--- src/rtl/core/lottery_task_scheduler_defines.svh ---
// Assertion helpers for the lottery scheduler.
// Each one samples on clk and is disabled while rst_n is low.
`ifndef LOTTERY_TASK_SCHEDULER_DEFINES_SVH
`define LOTTERY_TASK_SCHEDULER_DEFINES_SVH

// Same-cycle implication.
`define LTS_ASSERT_NOW(label, ante, cons, msg) \
  label: assert property (@(posedge clk) disable iff (!rst_n) (ante) |-> (cons)) \
    else $error(msg);

// Next-cycle implication.
`define LTS_ASSERT_NEXT(label, ante, cons, msg) \
  label: assert property (@(posedge clk) disable iff (!rst_n) (ante) |=> (cons)) \
    else $error(msg);

`endif

--- src/rtl/core/lts_pkg.sv ---
package lts_pkg;

  // request kinds (in_tuser)
  localparam logic REQ_LOAD = 1'b0;
  localparam logic REQ_DRAW = 1'b1;

  // configuration register indexes
  localparam logic REG_QUANTUM = 1'b0;
  localparam logic REG_ACTIVE  = 1'b1;

  localparam int CFG_IDX_W  = 1;
  localparam int CFG_DATA_W = 16;
  localparam int QUANTUM_W  = 16;
  localparam int ACTIVE_W   = 5;
  localparam logic [QUANTUM_W-1:0] QUANTUM_RESET = 16'd1;

  // field widths
  localparam int SLOT_FW    = 4;
  localparam int RUNTIME_FW = 16;
  localparam int TICKET_FW  = 16;
  localparam int TOTAL_W    = 20;

  localparam int IN_DATA_W  = 56;
  localparam int OUT_DATA_W = 48;

endpackage

--- src/rtl/core/lottery_task_scheduler.sv ---
// Lottery task scheduler.
// Input stream (in_*): one request per transfer. in_tuser = 0 loads a task slot
// (slot, runtime, tickets); in_tuser = 1 is a draw carrying a random ticket number.
// Output stream (out_*): exactly one result per request, in request order.
// Configuration: cfg_we/cfg_index/cfg_wdata write quantum (0) and active task count (1);
// write only while no request is in flight.
// Slot state lives in one synchronous RAM of runtime/ticket pairs plus a valid bit
// per slot; reset clears the valid bits, the ticket total and config (quantum 1,
// active 0), so all slots read as empty at once.
// From accept to out_tvalid, a load does a RAM read, write-back and output load.
// A draw scans the RAM one slot per cycle over the n active slots (n capped at
// MAX_TASKS); when a slot wins it goes on to write-back and output load, when
// none wins straight to output load, and with no active slots it skips the scan.
// One request is worked on at a time; in_tready is high while the engine is idle,
// which it is again as soon as the result enters the output register.
// The output register holds a result until out_tready; the next request may be
// accepted while it waits, and its result is held back until the register frees.
`include "lottery_task_scheduler_defines.svh"

module lottery_task_scheduler #(
  parameter int MAX_TASKS    = 16,
  parameter int RUNTIME_BITS = 16,
  parameter int TICKET_BITS  = 16
) (
  input  logic                            clk,
  input  logic                            rst_n,
  // task_slot[3:0], task_runtime[19:4], task_tickets[35:20], drawn_ticket[55:36]
  input  logic [lts_pkg::IN_DATA_W-1:0]   in_tdata,
  // req_type[0]
  input  logic                            in_tuser,
  input  logic                            in_tvalid,
  output logic                            in_tready,
  // winner_slot[3:0], left_runtime[19:4], task_finished[20], all_done[21],
  // tickets_left[41:22], zero fill above
  output logic [lts_pkg::OUT_DATA_W-1:0]  out_tdata,
  // winner_found[0]
  output logic                            out_tuser,
  output logic                            out_tvalid,
  input  logic                            out_tready,
  input  logic                            cfg_we,
  input  logic [lts_pkg::CFG_IDX_W-1:0]   cfg_index,
  input  logic [lts_pkg::CFG_DATA_W-1:0]  cfg_wdata
);

  localparam int SLOT_W  = $clog2(MAX_TASKS);
  localparam int ENT_W   = RUNTIME_BITS + TICKET_BITS;
  localparam int RUN_W   = TICKET_BITS + SLOT_W + 1;
  localparam int CW      = (RUN_W > lts_pkg::TOTAL_W) ? RUN_W : lts_pkg::TOTAL_W;
  localparam int QW      = (RUNTIME_BITS > lts_pkg::QUANTUM_W) ? RUNTIME_BITS
                                                               : lts_pkg::QUANTUM_W;
  localparam int LIM_W   = (SLOT_W + 1 > lts_pkg::ACTIVE_W) ? SLOT_W + 1
                                                            : lts_pkg::ACTIVE_W;
  localparam int SLOT_IN_RANGE = 1 << lts_pkg::SLOT_FW;

  localparam logic [2:0] S_IDLE = 3'd0;
  localparam logic [2:0] S_LOAD = 3'd1;
  localparam logic [2:0] S_SCAN = 3'd2;
  localparam logic [2:0] S_WB   = 3'd3;
  localparam logic [2:0] S_FIN  = 3'd4;

  localparam logic [SLOT_W-1:0] SLOT_LAST = SLOT_W'(MAX_TASKS - 1);

  // input fields
  logic [lts_pkg::SLOT_FW-1:0]    in_slot;
  logic [lts_pkg::RUNTIME_FW-1:0] in_rt;
  logic [lts_pkg::TICKET_FW-1:0]  in_tk;
  logic [lts_pkg::TOTAL_W-1:0]    in_draw;

  assign in_slot = in_tdata[3:0];
  assign in_rt   = in_tdata[19:4];
  assign in_tk   = in_tdata[35:20];
  assign in_draw = in_tdata[55:36];

  logic [2:0]                      state_r, state_nxt;
  logic [lts_pkg::QUANTUM_W-1:0]   quantum_r;
  logic [lts_pkg::ACTIVE_W-1:0]    active_r;
  logic [lts_pkg::TOTAL_W-1:0]     total_r, total_nxt;

  logic [SLOT_W-1:0]               ld_slot_r, ld_slot_nxt;
  logic [RUNTIME_BITS-1:0]         ld_rt_r, ld_rt_nxt;
  logic [TICKET_BITS-1:0]          ld_tk_r, ld_tk_nxt;
  logic [lts_pkg::TOTAL_W-1:0]     draw_r, draw_nxt;
  logic [SLOT_W-1:0]               last_r, last_nxt;
  logic [SLOT_W-1:0]               scan_idx_r, scan_idx_nxt;
  logic [SLOT_W-1:0]               chk_idx_r, chk_idx_nxt;
  logic [CW-1:0]                   run_r, run_nxt;
  logic [RUNTIME_BITS-1:0]         win_rt_r, win_rt_nxt;
  logic [TICKET_BITS-1:0]          win_tk_r, win_tk_nxt;
  logic [SLOT_W-1:0]               win_slot_r, win_slot_nxt;

  logic                            res_found_r, res_found_nxt;
  logic [lts_pkg::SLOT_FW-1:0]     res_slot_r, res_slot_nxt;
  logic [lts_pkg::RUNTIME_FW-1:0]  res_left_r, res_left_nxt;
  logic                            res_fin_r, res_fin_nxt;

  logic                            out_valid_r, out_valid_nxt;
  logic [lts_pkg::OUT_DATA_W-1:0]  out_data_r, out_data_nxt;
  logic                            out_user_r, out_user_nxt;

  // slot RAM: {runtime, tickets}
  logic [ENT_W-1:0]                mem [MAX_TASKS];
  logic [MAX_TASKS-1:0]            vld_r;
  logic [ENT_W-1:0]                rd_data_r;
  logic                            rd_vld_r;
  logic [SLOT_W-1:0]               rd_addr;
  logic                            mem_we;
  logic [SLOT_W-1:0]               mem_wa;
  logic [ENT_W-1:0]                mem_wd;

  logic [RUNTIME_BITS-1:0]         rd_rt;
  logic [TICKET_BITS-1:0]          rd_tk;
  logic [CW-1:0]                   run_sum;
  logic                            hit;

  logic [SLOT_W-1:0]               slot_mod;
  logic [RUNTIME_BITS-1:0]         load_rt;
  logic [TICKET_BITS-1:0]          load_tk;
  logic [LIM_W-1:0]                act_ext;
  logic [SLOT_W-1:0]               act_last;
  logic [QW-1:0]                   q_ext;
  logic [QW-1:0]                   rt_ext;
  logic [RUNTIME_BITS-1:0]         new_rt;
  logic [TICKET_BITS-1:0]          new_tk;
  logic                            new_fin;
  logic                            accept;

  assign in_tready = (state_r == S_IDLE);
  assign accept    = in_tvalid && in_tready;

  // slot number folded into the table
  always_comb begin
    slot_mod = '0;
    for (int j = 0; j < SLOT_IN_RANGE; j++) begin
      if (in_slot == lts_pkg::SLOT_FW'(j)) slot_mod = SLOT_W'(j % MAX_TASKS);
    end
  end

  assign load_rt = RUNTIME_BITS'(in_rt);
  assign load_tk = (load_rt == '0) ? '0 : TICKET_BITS'(in_tk);

  assign act_ext  = LIM_W'(active_r);
  assign act_last = (act_ext >= LIM_W'(MAX_TASKS)) ? SLOT_LAST : SLOT_W'(act_ext - 1'b1);

  assign rd_rt = rd_vld_r ? rd_data_r[ENT_W-1:TICKET_BITS] : '0;
  assign rd_tk = rd_vld_r ? rd_data_r[TICKET_BITS-1:0] : '0;

  assign run_sum = run_r + CW'(rd_tk);
  assign hit     = (CW'(draw_r) <= run_sum) && (rd_rt != '0);

  // quantum deduction for the winner
  assign q_ext  = QW'(quantum_r);
  assign rt_ext = QW'(win_rt_r);
  always_comb begin
    new_rt  = win_rt_r;
    new_tk  = win_tk_r;
    new_fin = 1'b0;
    if (quantum_r == '0) begin
      new_rt = win_rt_r;
    end else if (q_ext >= rt_ext) begin
      new_rt  = '0;
      new_tk  = '0;
      new_fin = 1'b1;
    end else begin
      new_rt = RUNTIME_BITS'(rt_ext - q_ext);
    end
  end

  always_comb begin
    state_nxt     = state_r;
    total_nxt     = total_r;
    ld_slot_nxt   = ld_slot_r;
    ld_rt_nxt     = ld_rt_r;
    ld_tk_nxt     = ld_tk_r;
    draw_nxt      = draw_r;
    last_nxt      = last_r;
    scan_idx_nxt  = scan_idx_r;
    chk_idx_nxt   = chk_idx_r;
    run_nxt       = run_r;
    win_rt_nxt    = win_rt_r;
    win_tk_nxt    = win_tk_r;
    win_slot_nxt  = win_slot_r;
    res_found_nxt = res_found_r;
    res_slot_nxt  = res_slot_r;
    res_left_nxt  = res_left_r;
    res_fin_nxt   = res_fin_r;
    out_valid_nxt = out_valid_r && !out_tready;
    out_data_nxt  = out_data_r;
    out_user_nxt  = out_user_r;
    rd_addr       = '0;
    mem_we        = 1'b0;
    mem_wa        = ld_slot_r;
    mem_wd        = {ld_rt_r, ld_tk_r};

    case (state_r)
      S_IDLE: begin
        if (accept) begin
          res_found_nxt = 1'b0;
          res_slot_nxt  = '0;
          res_left_nxt  = '0;
          res_fin_nxt   = 1'b0;
          if (in_tuser == lts_pkg::REQ_LOAD) begin
            rd_addr     = slot_mod;
            ld_slot_nxt = slot_mod;
            ld_rt_nxt   = load_rt;
            ld_tk_nxt   = load_tk;
            state_nxt   = S_LOAD;
          end else begin
            rd_addr      = '0;
            draw_nxt     = in_draw;
            last_nxt     = act_last;
            scan_idx_nxt = SLOT_W'(1);
            chk_idx_nxt  = '0;
            run_nxt      = '0;
            state_nxt    = (active_r == '0) ? S_FIN : S_SCAN;
          end
        end
      end
      S_LOAD: begin
        // old tickets of the slot leave the total, new ones enter
        mem_we    = 1'b1;
        total_nxt = total_r - lts_pkg::TOTAL_W'(rd_tk) + lts_pkg::TOTAL_W'(ld_tk_r);
        state_nxt = S_FIN;
      end
      S_SCAN: begin
        // issue next read while checking the slot read last cycle
        rd_addr = scan_idx_r;
        if (scan_idx_r != SLOT_LAST) scan_idx_nxt = scan_idx_r + 1'b1;
        if (hit) begin
          win_rt_nxt   = rd_rt;
          win_tk_nxt   = rd_tk;
          win_slot_nxt = chk_idx_r;
          state_nxt    = S_WB;
        end else if (chk_idx_r == last_r) begin
          state_nxt = S_FIN;
        end else begin
          run_nxt     = run_sum;
          chk_idx_nxt = chk_idx_r + 1'b1;
        end
      end
      S_WB: begin
        mem_we        = 1'b1;
        mem_wa        = win_slot_r;
        mem_wd        = {new_rt, new_tk};
        if (new_fin) total_nxt = total_r - lts_pkg::TOTAL_W'(win_tk_r);
        res_found_nxt = 1'b1;
        res_slot_nxt  = lts_pkg::SLOT_FW'(win_slot_r);
        res_left_nxt  = lts_pkg::RUNTIME_FW'(new_rt);
        res_fin_nxt   = new_fin;
        state_nxt     = S_FIN;
      end
      S_FIN: begin
        if (!out_valid_r || out_tready) begin
          out_valid_nxt = 1'b1;
          out_user_nxt  = res_found_r;
          out_data_nxt  = {6'd0, total_r, (total_r == '0), res_fin_r, res_left_r,
                           res_slot_r};
          state_nxt     = S_IDLE;
        end
      end
      default: begin
        state_nxt = S_IDLE;
      end
    endcase
  end

  always_ff @(posedge clk) begin
    if (!rst_n) begin
      state_r     <= S_IDLE;
      quantum_r   <= lts_pkg::QUANTUM_RESET;
      active_r    <= '0;
      total_r     <= '0;
      out_valid_r <= 1'b0;
    end else begin
      state_r     <= state_nxt;
      total_r     <= total_nxt;
      out_valid_r <= out_valid_nxt;
      if (cfg_we) begin
        case (cfg_index)
          lts_pkg::REG_QUANTUM: quantum_r <= cfg_wdata[lts_pkg::QUANTUM_W-1:0];
          lts_pkg::REG_ACTIVE:  active_r  <= cfg_wdata[lts_pkg::ACTIVE_W-1:0];
          default: begin
          end
        endcase
      end
    end
  end

  always_ff @(posedge clk) begin
    ld_slot_r   <= ld_slot_nxt;
    ld_rt_r     <= ld_rt_nxt;
    ld_tk_r     <= ld_tk_nxt;
    draw_r      <= draw_nxt;
    last_r      <= last_nxt;
    scan_idx_r  <= scan_idx_nxt;
    chk_idx_r   <= chk_idx_nxt;
    run_r       <= run_nxt;
    win_rt_r    <= win_rt_nxt;
    win_tk_r    <= win_tk_nxt;
    win_slot_r  <= win_slot_nxt;
    res_found_r <= res_found_nxt;
    res_slot_r  <= res_slot_nxt;
    res_left_r  <= res_left_nxt;
    res_fin_r   <= res_fin_nxt;
    out_data_r  <= out_data_nxt;
    out_user_r  <= out_user_nxt;
  end

  // per-slot valid bits: an unwritten slot reads as empty
  always_ff @(posedge clk) begin
    if (!rst_n) begin
      vld_r    <= '0;
      rd_vld_r <= 1'b0;
    end else begin
      if (mem_we) vld_r[mem_wa] <= 1'b1;
      rd_vld_r <= vld_r[rd_addr];
    end
  end

  always_ff @(posedge clk) begin
    if (mem_we) mem[mem_wa] <= mem_wd;
    rd_data_r <= mem[rd_addr];
  end

  assign out_tdata  = out_data_r;
  assign out_tuser  = out_user_r;
  assign out_tvalid = out_valid_r;

  `LTS_ASSERT_NOW(a_we_state, mem_we, (state_r == S_LOAD) || (state_r == S_WB), "RAM write outside load or write-back")
  `LTS_ASSERT_NOW(a_scan_bound, state_r == S_SCAN, chk_idx_r <= last_r, "scan ran past the last active slot")
  `LTS_ASSERT_NOW(a_nowin_zero, out_valid_r && !out_user_r, out_data_r[20:0] == '0, "no-winner result carries winner fields")
  `LTS_ASSERT_NEXT(a_one_item, in_tvalid && in_tready, !in_tready, "second request taken while one is in flight")

endmodule
--- config.mk ---
export PLATFORM = sky130hd
export DESIGN_NAME = lottery_task_scheduler
export DESIGN_NICKNAME = d
export VERILOG_FILES = /design/src/rtl/core/lts_pkg.sv /design/src/rtl/core/lottery_task_scheduler.sv
export VERILOG_INCLUDE_DIRS = /design/src /design/src/rtl/core
export SDC_FILE = /design/constraint.sdc
export NUM_CORES = 1
export LEC_CHECK = 0
export BUFFER_PORTS_ARGS = -buffer_cell sky130_fd_sc_hd__buf_4
export CORE_ASPECT_RATIO = 1.5
export CORE_MARGIN = 2
export CORE_UTILIZATION = 35
export CTS_CLUSTER_SIZE = 10
export DETAILED_ROUTE_END_ITERATION = 12
export HOLD_SLACK_MARGIN = 0.12
export PLACE_DENSITY = 0.55
export SYNTH_ARGS = -nofsm -noshare
export SYNTH_HDL_FRONTEND = slang
export SYNTH_SLANG_ARGS = --single-unit
--- constraint.sdc ---
create_clock -name clk -period 10.35 [get_ports clk]
set_input_delay 0.5175 -clock clk [delete_from_list [all_inputs] [get_ports clk]]
set_output_delay 0.5175 -clock clk [all_outputs]
set_load 0.03 [all_outputs]
**Yosys cells after proc, flatten, opt, wreduce, memory -nomap -nowiden**

Memory sizes are Yosys's and may differ from the RTL's. A register that Yosys moved wholly into a read port is not among the register bits.
Index checks and enable logic that the tools add are counted.
Widths: inputs -> output; s select.

- Bits in registers: 252
- Memories: 1
- RAM bits: 512
- Logic and storage cells: 166

- Bitwise logic cells: 3
- Add/sub/neg operators: 8
- Reduce and logical (&&, ||, !) cells: 28
- Equality and inequality tests: 29
- Multiplexer cells: 67
- Magnitude comparators: 6

Memory list:

| name | depth | width | rd ports | clocked after memory_dff | wr ports | line | text |
|---|---|---|---|---|---|---|---|
| mem | 16 | 32 | 1 | 1 | 1 | lottery_task_scheduler.sv:101 | `logic [ENT_W-1:0] mem [MAX_TASKS];` |

Operator list:

| cell | number |
|---|---|
| $mux 16 | 7 |
| $mux 4 | 25 |
| $mux 21 | 4 |
| $pmux 21 s2 | 1 |
| $pmux 20 s2 | 1 |
| $sub 20x16->20 | 2 |
| $eq 4x4->1 const B | 8 |
| $logic_not 16->1 | 2 |
| $mux 32 | 1 |
| $pmux 16 s2 | 1 |
| $pmux 4 s2 | 4 |
| $add 21x16->21 | 1 |
| $le 20x21->1 | 1 |
| $add 20x16->20 | 1 |
| $logic_not 20->1 | 1 |
| $mux 20 | 1 |
| $mux 3 | 6 |
| $eq 4x3->1 const B | 4 |
| $ge 16x16->1 | 1 |
| $or 16x16->16 | 1 |
| $reduce_bool 16->1 | 1 |
| $sub 16x16->16 | 1 |
| $ne 2x2->1 const B | 6 |
| $pmux 3 s4 | 1 |
| 30 further kinds | 59 |

**Depth between registers and ports, before layout**

Gate-level depths: netlist of run 1.

- Depth after elaboration: 21
- Depth in mapped cells: 20
- Depth with buffers taken out: 19

**Least setup slack after synthesis of run 1**

Ideal clock, no wire load.

- Kind: reg2reg
- Start: reg rd_vld_r
- End: reg chk_idx_r[0], enable pin
- Path buffers: 2
- Cell stages (with the launch flop): 20
- Path slack: 4503 ps
- Data required time: 9908 ps
- Arrival: 5405 ps
- Cells stage by stage: dfxtp_1 clkbuf_1 clkbuf_1 and2_1 fa_1 a211oi_1 o211ai_1 nor3b_1 o31a_1 o21a_1 o21ai_0 a21oi_1 a31o_2 ha_1 a21o_1 a221o_1 a221o_1 a21o_1 a31oi_1 o21ai_0

- Cells in the longest elaborated chain, start to end: 6

Ends and longest elaborated chain:

| what | line | text |
|---|---|---|
| start: declaration | lottery_task_scheduler.sv:104 | `logic rd_vld_r;` |
| start signal: assignment | lottery_task_scheduler.sv:315 | `rd_vld_r <= vld_r[rd_addr];` |
| $mux 16 | lottery_task_scheduler.sv:145 | `assign rd_tk = rd_vld_r ? rd_data_r[TICKET_BITS-1:0] : '0;` |
| via rd_tk[1] | lottery_task_scheduler.sv:111 | `logic [TICKET_BITS-1:0] rd_tk;` |
| $add 21x16->21 | lottery_task_scheduler.sv:147 | `assign run_sum = run_r + CW'(rd_tk);` |
| $le 20x21->1 | lottery_task_scheduler.sv:148 | `assign hit = (CW'(draw_r) <= run_sum) && (rd_rt != '0);` |
| $logic_and 1x1->1 | lottery_task_scheduler.sv:148 |  |
| $ne 2x2->1 (no source line) | n/a |  |
| $reduce_and 5->1 (no source line) | n/a |  |
| end signal: assignment | lottery_task_scheduler.sv:295 | `chk_idx_r <= chk_idx_nxt;` |
| end: declaration | lottery_task_scheduler.sv:85 | `logic [SLOT_W-1:0] chk_idx_r, chk_idx_nxt;` |

The timed path passes the listed nets, and every way through them passes these cells.
A chain may end at the register's enable or synchronous reset.

**Worst setup path after layout of run 1**

- Start: reg rd_vld_r
- End: reg win_rt_r[1] (netlist: rt_ext[1]), enable pin

- Cells in the longest elaborated chain, start to end: 5

Ends and longest elaborated chain:

| what | line | text |
|---|---|---|
| $mux 16 | lottery_task_scheduler.sv:145 |  |
| via rd_tk[0] | lottery_task_scheduler.sv:111 |  |
| $add 21x16->21 | lottery_task_scheduler.sv:147 |  |
| $le 20x21->1 | lottery_task_scheduler.sv:148 |  |
| $logic_and 1x1->1 | lottery_task_scheduler.sv:148 |  |
| $reduce_and 2->1 (no source line) | n/a |  |
| end signal: assignment | lottery_task_scheduler.sv:297 | `win_rt_r <= win_rt_nxt;` |
| end: declaration | lottery_task_scheduler.sv:87 | `logic [RUNTIME_BITS-1:0] win_rt_r, win_rt_nxt;` |

The timed path passes the listed nets, and every way through them passes these cells.

==> results.md, run 1 <==
- Status: finished clean
- Tmin final: 6090 ps
- Final hold violations: 0
- FF+latch count, synth: between 700 and 800
- Final WL: 90.9 mm
- Clock Latency Late Sink: 670 ps
- Full die area: between 100000 and 150000 um2
- Iter 0 DRT Violations: 1583
- Pwr dens: around 210 nW/um2
- Gate power share: 22.2%
- CP Class: flip-flop to flip-flop
- Vias in the first global route: roughly 23k
- Crit. path cell count: 19
- Ys async rst share: 0%
- Met1 Resource Use GR: roughly a fifth
- Clock sink total: about 800
- Sequential Power Share: a little under half
- Main flop type after synthesis: edfxtp_1
- Busiest grt layer: met2
- Sequential cell area fraction in the yosys report: 65.6%
- Final slew viol count: 0
- RSZ-0062 raised after global routing: no
- Most frequent cells in the layout: 702 x edfxtp_1, 396 x nand2_1, 176 x a211oi_1, 176 x buf_4, 166 x and2_1
- Core area: 99500 um2
- Post-synth top area cell: edfxtp_1
- Cells after Synth: 2810
- Finished Layout Cells: ~4.3k
- Area Growth Syn to Fin: 16.5%
- Share of layout cells above drive strength 1: 10.8%
- CTS buffer count: 89
- Worst-path maximum fanout: 36
- Post-synth EDFFs: 702
- H-tree levels: 3
- Final clock skew: roughly 19 ps
- Worst-Margin Slew: 1240 ps
- PortBufs: roughly 120
- Number of cell rows: between 100 and 150
- DRT antenna net count: 0
- Leakage: 14.1 nW
- Worst-path clk slew: 60 ps
- Clk pwr share: 32.7%
- Relative slew slack: 16.9%
- Total Nets Final: roughly 3.2k
- Gr ovfl total: 0
- CTS Root Cell: clkbuf_16
- Ports: 130
- Slowest-stage cell, CP: dfxtp_1
- # DRC: 0
- Drt pass-1 iters: 5
- Fin crit share: 58.8%
- Yosys warns: 0
- Cell variety after synth: 85
- Pint: 0.00613 W
- Final setup vio count: 0
- Depth of the worst register-to-register path: 19
- Placed cells: between 4k and 5k
- Req. time, crit path: ~11000 ps
- Synth area leaders: edfxtp_1 60%, dfxtp_1 5.4%, nand2_1 4.3%
- Mean Syn Cell Area: 12.5 um2
- Hold path depth: 3
- MaxCap Viol Count: 0
- First-pass GRT wire length: between 100 and 150 mm
- Worst stage delay on the critical path: approximately 670 ps
- Starting density of the core: 35.2%
- WP buf/inv: 2
- Post-DR wirelength/cell: 20.9 um
- GR Util met3: 2.62%
- Switching Share: 29.7%
- Worst hold path class: input pin to flip-flop
- Die width: 262 um
- CTS Buffer Depth: 3
- Commonest non-fill, non-tap cell in the layout: edfxtp_1
- Largest net degree at the start of global routing: 185
- Worst reg-to-reg setup slack: 4260 ps
- DP HPWL: 54.2 mm
- Critical Path AT: 6390 ps
- Crit end category: flip-flop
- Initial antenna violation count: 5
- Delay-heaviest family, CP: compound AO/OA/AOI/OAI gates
- CP cell instances: and2_1, ha_1, fa_1, a211oi_1, o211ai_1, nor3b_1, o31a_1, o21a_1, o21ai_0, a21oi_1, a31o_2, ha_1, a21o_1, a221o_1, a221o_1, a21o_1, a31o_2, inv_1, buf_4
- Setup TNS: 0 ps
- CP Launch Type: flip-flop
- Cell Area, Synth: around 35000 um2
- Psw: 0.00259 W
- GPL Wtd Cong: approximately 0.83
- Highest clock rate: around 160 MHz
- Vias per cell: 5.20
- GR Util met2: 31.3%
- Die H: 391 um
- GRT Overall Usage: 17.5%
- VDD IR-drop max: 0.115 mV
- Via count: 22.6k
- Area share of the largest cell type after synthesis: 60.2%
- CTS tree: built
worst reg2reg max path: stages, from the launching register on:
cell and delay, ps:
dfxtp_1 670, and2_1 380, ha_1 230, fa_1 430, a211oi_1 350, o211ai_1 190
nor3b_1 200, o31a_1 260, o21a_1 190, o21ai_0 280, a21oi_1 150, a31o_2 230
ha_1 280, a21o_1 170, a221o_1 380, a221o_1 330, a21o_1 200, a31o_2 290
inv_1 60, buf_4 430
power by group through the flow:
stage / registers (W) / clock network [W] / logic, W
CTS: 0.00393 / 0.00291 / 0.00195
floorplan: 0.00400 / 0 / 0.00129
finish: 0.00393 / 0.00285 / 0.00194
global placement: 0.00400 / 0 / 0.00191
global route: 0.00395 / 0.00303 / 0.00215
detailed placement: 0.00400 / 0 / 0.00192
timing repair:
action | 4_1_cts | 5_1_grt
resized for setup | 0 | 0
buffers inserted | 0 | 0
endpoints found under the hold margin | 73 | 0
hold buffers | 71 | 0
Yosys cell counts, drive strengths merged (4+ instances only):
library cell  number
a211oi           181
a21o              30
a21oi            148
a221o              4
a22oi              7
a311oi            69
a31o               4
a31oi             80
and2             184
and3              16
buf               48
clkbuf           113
dfxtp             94
edfxtp           702
fa                19
ha                95
inv              130
mux2i              4
nand2            398
nand2b            13
nand3             43
nand4             13
nor2             137
nor2b             10
nor3              24
nor4              16
o211ai            12
o21a              21
o21ai             62
o21bai             5
o311ai             5
o31a               8
or3                4
xnor2             35
xor2              23
path summary, 6_finish.rpt:
path	start	to
setup / recovery	rd_vld_r	rt_ext[1]
hold / removal	cfg_wdata[3]	act_ext[3]
setup reg to reg	rd_vld_r	rt_ext[1]
hold reg to reg	res_left_r[1]	out_tdata[5]
area by class of cell:
cell class | count | area [um2]
fillers | 9263 | 58700
flip-flops and latches | 796 | 23000
multi-input cells | 1728 | 11100
clock buffers | 144 | 2510
repair buffers | 250 | 2090
well taps | 1296 | 1620
inverters | 130 | 488
clock inverters | 2 | 25.0
diodes | 2 | 5.00
flip-flops by register name, indices dropped and copies added (netlist names), 5 cells and up:
signal and flops:
mem 512, out_tdata 42, rd_data_r 32, run_r 21, draw_r 20, total_r 20
ld_rt_r 16, ld_tk_r 16, q_ext 16, res_left_r 16, rt_ext 16, vld_r 16
win_tk_r 16, act_ext 5
per-stage QoR:
stage          util, %  power (W)  setup slack, ps  area (um2)  hold slack, ps
3_5_place_dp      37.7    0.00592             4270       37600             405
2_1_floorplan        -    0.00529             4500       35000             400
3_3_place_gp      37.7    0.00590             4440       37600             403
5_1_grt           41.0    0.00913             4030       40800             149
6_report          41.0    0.00872             4260       40800             155
4_1_cts           41.0    0.00880             4230       40800             121
per-layer routing:
layer	share of wire, %	vias to the layer above	wire length [um]
met2	51	463	46600
met5	0.0099	-	9
met4	3.1	2	2800
li1	-	10800	-
met3	4.0	147	3650
met1	42	11300	37900
cells by family after synthesis:
kind of cell    after synthesis  share of synthesized area [%]
other cells                   1                         0.0107
mux                           5                          0.146
xor+xnor                     58                           1.45
buf+inv                     291                           3.30
simple gates                875                           11.8
fa+ha+maj                   114                           4.48
flops                       796                           65.6
compound gates              670                           13.3
Power figures use the tool's default switching activity.
==> run 2, diff against run 1 <==
==> constraint.sdc (replaced) <==
create_clock -name clk -period 6.35 [get_ports clk]
set_input_delay 0.3175 -clock clk [delete_from_list [all_inputs] [get_ports clk]]
set_output_delay 0.3175 -clock clk [all_outputs]
set_load 0.03 [all_outputs]
==> results.md, run 2 (synthesis results as in run 1) <==
- DP HPWL: 56.5 mm (+4.1%)
- Setup Buffers After CTS: 0 (unchanged)
- Hold_ws: 194 ps (+39.1 ps)
- Initial antenna violation count: 2 (-3)
- Total Nets Final: 3208 (+0.63%)
- Clock Latency Late Sink: 670 ps (about the same)
- Final WL: 91.7 mm (+0.89%)
- Design area: 41100 um2 (+0.64%)
- Pwr dens: 349 nW/um2 (+63%)
- Critical Path Source: rd_vld_r
- Vias in the first global route: 22.7k (+0.39%)
- CTS buffer count: 90 (+1.1%)
- Pint: 0.0101 W (+64%)
- Highest clock rate: 180 MHz (+9.9%)
- Starting density of the core: 35.2% (unchanged)
- DRT antenna net count: 0 (unchanged)
- Worst reg-to-reg setup slack: 810 ps (-3450 ps)
- CP Class: flip-flop to flip-flop
- Core area: 99500 um2 (unchanged)
- Leakage: 14.3 nW (+0.93%)
- Status: finished clean
- Final setup vio count: 0 (unchanged)
- Crit end category: flip-flop
- Setup TNS: 0 ps (unchanged)
- PortBufs: 123 (unchanged)
- Fin crit share: 87.3% (+28 points)
- Largest reg by FF count: mem
- CTS tree: built
- Full die area: 103000 um2 (unchanged)
- Number of flip-flops in the largest register: 512 (unchanged)
- Sequential Power Share: 44.7% (-0.4 points)
- Clock sink total: 796 (unchanged)
- Final slew viol count: 0 (unchanged)
- Commonest non-fill, non-tap cell in the layout: edfxtp_1
- Vias per cell: 5.22 (+0.29%)
- Ports: 130 (unchanged)
- Die width: 262 um (unchanged)
- Tmin final: 5540 ps (-548 ps)
- Share of layout cells above drive strength 1: 11.2% (+0.40 points)
- Depth of the worst register-to-register path: 17 (-2)
- Clk pwr share: 33.0% (+0.3 points)
- GPL Wtd Cong: 0.870 (+4.2%)
- Iter 0 DRT Violations: 1631 (+3.0%)
- Final hold violations: 0 (unchanged)
- # DRC: 0 (unchanged)
- RSZ-0062 raised after global routing: no
- CP Launch Type: flip-flop
- H-tree levels: 3 (unchanged)
- CP Capture Point: win_tk_r[3]
- First-pass GRT wire length: 138 mm (+0.82%)
- Gr ovfl total: 0 (unchanged)
- DP Area: 37600 um2 (+0.24%)
- FF-to-FF Start: rd_vld_r
- MaxCap Viol Count: 0 (unchanged)
- GRT Overall Usage: 17.6% (+0.087 points)
- Final clock skew: 27.0 ps (+8.25 ps)
- Drt pass-1 iters: 5 (unchanged)
- CTS Buffer Depth: 3 (unchanged)
- Worst hold path class: input pin to flip-flop
- Most frequent cells in the layout: 702 x edfxtp_1, 396 x nand2_1, 183 x buf_4
- Gate power share: 22.3% (about the same)
- Post-DR wirelength/cell: 21.0 um (+0.34%)
- Worst-path clk slew: 60 ps (about the same)
- Worst-Margin Slew: 1300 ps (+63.4 ps)
- Area Growth Syn to Fin: 17.3%
- Req. time, crit path: 6650 ps (-4000 ps)
- Worst-path maximum fanout: 36 (unchanged)
- Psw: 0.00427 W (+65%)
- Die H: 391 um (unchanged)
- Critical Path AT: 5840 ps (-550 ps)
- Via count: 22.8k (+0.84%)
- VDD IR-drop max: 0.189 mV (+64%)
- Reg2reg end: win_tk_r[3]
- Largest net degree at the start of global routing: 138 (-25%)
- Relative slew slack: 12.8% (-4.1 points)
- CTS Root Cell: clkbuf_16
- Number of cell rows: 142 (unchanged)
- Switching Share: 29.8% (+0.11 points)
-- run 2: critical path, cell delays in order, from the launching register on --
cell and delay, ps:
dfxtp_1 370, and2_1 200, ha_1 230, fa_1 430
a211oi_1 330, o211ai_1 190, nor3b_1 200, o311ai_0 670
nand2_1 210, xnor2_1 250, ha_1 280, and3_1 200
a221o_1 320, a221o_1 310, a21o_1 200, a31o_2 290
inv_1 60, buf_4 420
-- run 2: layer usage --
layer	global-route usage, %	routed length [um]
met1	21.7	38800
met2	31.4	47000
met3	2.33	3460
met4	6.30	2540
met5	0	0
-- run 2: power groups by stage --
| stage | sequential, W | combinational [W] | clock (W) |
|---|---|---|---|
| after floorplan | 0.00652 | 0.00210 | 0 |
| after global placement | 0.00650 | 0.00314 | 0 |
| after detailed placement | 0.00651 | 0.00316 | 0 |
| after CTS | 0.00640 | 0.00322 | 0.00482 |
| after global routing | 0.00643 | 0.00354 | 0.00502 |
| final | 0.00640 | 0.00320 | 0.00472 |
-- run 2: area by class of cell --
| cell class | count | area [um2] |
|---|---|---|
| inverters | 130 | 488 |
| flip-flops and latches | 796 | 23000 |
| well taps | 1296 | 1620 |
| multi-input cells | 1728 | 11100 |
| fillers | 9254 | 58400 |
| diodes | 2 | 5.00 |
| clock buffers | 145 | 2530 |
| clock inverters | 6 | 75.1 |
| repair buffers | 269 | 2280 |
-- run 2: metrics by stage --
stage | utilization (%) | std cells | total power (W) | setup slack, ps
floorplan | - | 2815 | 0.00862 | 503
global placement | 37.8 | 4138 | 0.00965 | 885
detailed placement | 37.8 | 4138 | 0.00966 | 846
CTS | 41.3 | 4370 | 0.0144 | 819
global route | 41.3 | 4370 | 0.0150 | 645
finish | 41.3 | 4372 | 0.0143 | 808
-- run 2: timing repair --
action / in CTS / in global routing
endpoints found under the hold margin: 112 / 0
resized for setup: 0 / 0
hold buffers: 81 / 0
-- run 2: worst min path at each step --
stage	startpoint	end	slack [ps]	depth (start not counted)
after CTS	in_tvalid	state_r[1]	150	5
final	in_tvalid	state_r[1]	190	5
after detailed placement	res_left_r[5]	out_tdata[9]	400	0
after global placement	res_left_r[15]	out_tdata[19]	400	0
after floorplan	res_slot_r[0]	out_tdata[0]	400	0
after global routing	in_tvalid	state_r[1]	200	5
==> run 3, diff against run 2 <==
==> constraint.sdc (replaced) <==
create_clock -name clk -period 5.4 [get_ports clk]
set_input_delay 0.27 -clock clk [delete_from_list [all_inputs] [get_ports clk]]
set_output_delay 0.27 -clock clk [all_outputs]
set_load 0.03 [all_outputs]
==> results.md, run 3 (synthesis results as in run 1) <==
- DP HPWL: 58.6 mm (+3.7%)
- FF-to-FF Start: rd_vld_r
- Highest clock rate: 193 MHz (+6.9%)
- Tmin final: 5180 ps (-358 ps)
- Area Growth Syn to Fin: 18.2%
- Worst-path maximum fanout: 6 (-83%)
- Final WL: 92.6 mm (+0.98%)
- Busiest grt layer: met2
- Clock sink total: 796 (unchanged)
- Final setup vio count: 0 (unchanged)
- Share of layout cells above drive strength 1: 11.6% (+0.38 points)
- Via count: 22.9k (+0.36%)
- CTS Buffer Depth: 3 (unchanged)
- Gr ovfl total: 0 (unchanged)
- Initial antenna violation count: 4 (+2)
- Number of flip-flops in the largest register: 512 (unchanged)
- PortBufs: 123 (unchanged)
- CP cell instances: and2_1, ha_1, fa_2, a211oi_2, o211ai_1, nor3b_1, o31a_1, o21a_1, o21ai_1, a21oi_1, a31o_2, ha_1, a21o_1, a221o_1, a221o_1, a21o_1, a31o_2, a21oi_1, dlygate4sd3_1
- Critical Path AT: 5770 ps (-70 ps)
- CP Capture Point: state_r[0]
- Largest reg by FF count: mem
- MaxCap Viol Count: 0 (unchanged)
- Full die area: 103000 um2 (unchanged)
- Pwr dens: 407 nW/um2 (+17%)
- Most frequent cells in the layout: 702 x edfxtp_1, 396 x nand2_1, 198 x buf_4
- Critical Path Source: rd_vld_r
- Starting density of the core: 35.2% (unchanged)
- Total Nets Final: 3239 (+0.97%)
- Core area: 99500 um2 (unchanged)
- Final clock skew: 25.3 ps (-1.72 ps)
- Commonest non-fill, non-tap cell in the layout: edfxtp_1
- Vias in the first global route: 23.1k (+1.8%)
- Worst stage delay on the critical path: 560 ps (-110 ps)
- VDD IR-drop max: 0.191 mV (+0.85%)
- DP Area: 37900 um2 (+0.55%)
- RSZ-0062 raised after global routing: no
- Reg2reg end: state_r[0]
- GRT Overall Usage: 17.8% (+0.22 points)
- H-tree levels: 3 (unchanged)
- Depth of the worst register-to-register path: 19 (+2)
- Leakage: 14.4 nW (+0.87%)
- Req. time, crit path: 5990 ps (-660 ps)
- Ports: 130 (unchanged)
- DRT antenna net count: 0 (unchanged)
- Clock Latency Late Sink: 670 ps (about the same)
- Crit end category: flip-flop
- CTS tree: built
- Vias per cell: 5.19 (-0.46%)
- CTS Root Cell: clkbuf_16
- Die width: 262 um (unchanged)
- CP Launch Type: flip-flop
- Fin crit share: 96.0% (+8.7 points)
- Drt pass-1 iters: 7 (+2)
- Setup TNS: 0 ps (unchanged)
- Post-DR wirelength/cell: 21.0 um (+0.15%)
- GPL Wtd Cong: 0.852 (-2.0%)
- Met1 Resource Use GR: 21.1% (-0.57 points)
- GR Util met2: 32.7% (+1.3 points)
- Final slew viol count: 0 (unchanged)
- Largest net degree at the start of global routing: 136 (-1.4%)
- Die H: 391 um (unchanged)
- Worst hold path class: input pin to flip-flop
- Design area: 41400 um2 (+0.81%)
- Worst reg-to-reg setup slack: 220 ps (-590 ps)
- Iter 0 DRT Violations: 1642 (+0.67%)
- Worst-path clk slew: 60 ps (about the same)
- Delay-heaviest family, CP: compound AO/OA/AOI/OAI gates
- GR Util met3: 2.15% (-0.18 points)
- WP buf/inv: 1 (-1)
- Final hold violations: 0 (unchanged)
- Crit. path cell count: 19 (+2)
- CTS buffer count: 89 (-1.1%)
- Slowest-stage cell, CP: dlygate4sd3_1
- Number of cell rows: 142 (unchanged)
- First-pass GRT wire length: 140 mm (+1.0%)
- Status: finished clean
- Relative slew slack: 22.6% (+9.7 points)
- # DRC: 0 (unchanged)
- Worst-Margin Slew: 1160 ps (-146 ps)
- CP Class: flip-flop to flip-flop
## run 3: cell types whose count changed in the layout (fill, tap and decap cells not counted), sizes merged
cell,previous run,this run
buf,188,208
dlygate4sd3,81,93
clkbuf,145,154
inv,133,130
clkinv,3,1
## run 3: per-stage QoR
step / hold slack (ps) / power, W / worst slack, ps / util [%] / instances
5_1_grt: 308 / 0.0177 / 15.3 / 41.6 / 4406
4_1_cts: 264 / 0.0170 / 80.1 / 41.6 / 4405
2_1_floorplan: 369 / 0.0101 / 50.7 / - / 2815
6_report: 323 / 0.0169 / 216 / 41.6 / 4408
3_3_place_gp: 402 / 0.0114 / 206 / 38.0 / 4157
3_5_place_dp: 405 / 0.0114 / 133 / 38.0 / 4157
## run 3: power breakdown
part | internal, W | switching, W | total, W
Combinational | 0.00139 | 0.00245 | 0.00384
Clock | 0.00320 | 0.00231 | 0.00552
Sequential | 0.00729 | 0.000231 | 0.00752
Total | 0.0119 | 0.00499 | 0.0169
## run 3: area by class of cell
class	instances	area (um2)
tap	1296	1620
antenna	2	5.00
multi-input combinational	1728	11100
inverter	130	488
timing repair buffer	301	2620
fill	9225	58100
clock inverter	1	16.3
sequential	796	23000
clock buffer	154	2580
## run 3: how the worst min path moves through the flow
| stage | from | to | cells after the start | slack (ps) |
|---|---|---|---|---|
| 3_3_place_gp | res_left_r[14] | out_tdata[18] | 0 | 400 |
| 6_report | in_tdata[40] | draw_r[4] | 2 | 320 |
| 3_5_place_dp | res_left_r[3] | out_tdata[7] | 0 | 410 |
| 4_1_cts | in_tdata[51] | draw_r[15] | 2 | 260 |
| 5_1_grt | in_tdata[40] | draw_r[4] | 2 | 310 |
| 2_1_floorplan | in_tdata[36] | draw_r[0] | 0 | 370 |
## run 3: timing repair
item | 4_1_cts | 5_1_grt
endpoints found under the setup margin | 0 | 58
gates resized for setup | 0 | 4
hold endpoints to repair | 88 | 0
buffers inserted | 0 | 1
hold buffers | 93 | 0
## run 3: worst register-to-register path, delay by kind of cell, from the launching register on
kind,cells,cell delay [ps]
AO/OA/AOI/OAI,13,2840
adder cells (fa/ha/maj),3,910
buffers and inverters,1,560
AND/OR/NAND/NOR,2,410
flip-flops,1,370
## run 3: per-layer routing
layer | wire length [um] | share of wire, %
met1 | 38000 | 41
met2 | 48500 | 52
met3 | 3270 | 3.5
met4 | 2800 | 3.0
met5 | 9 | 0.0097
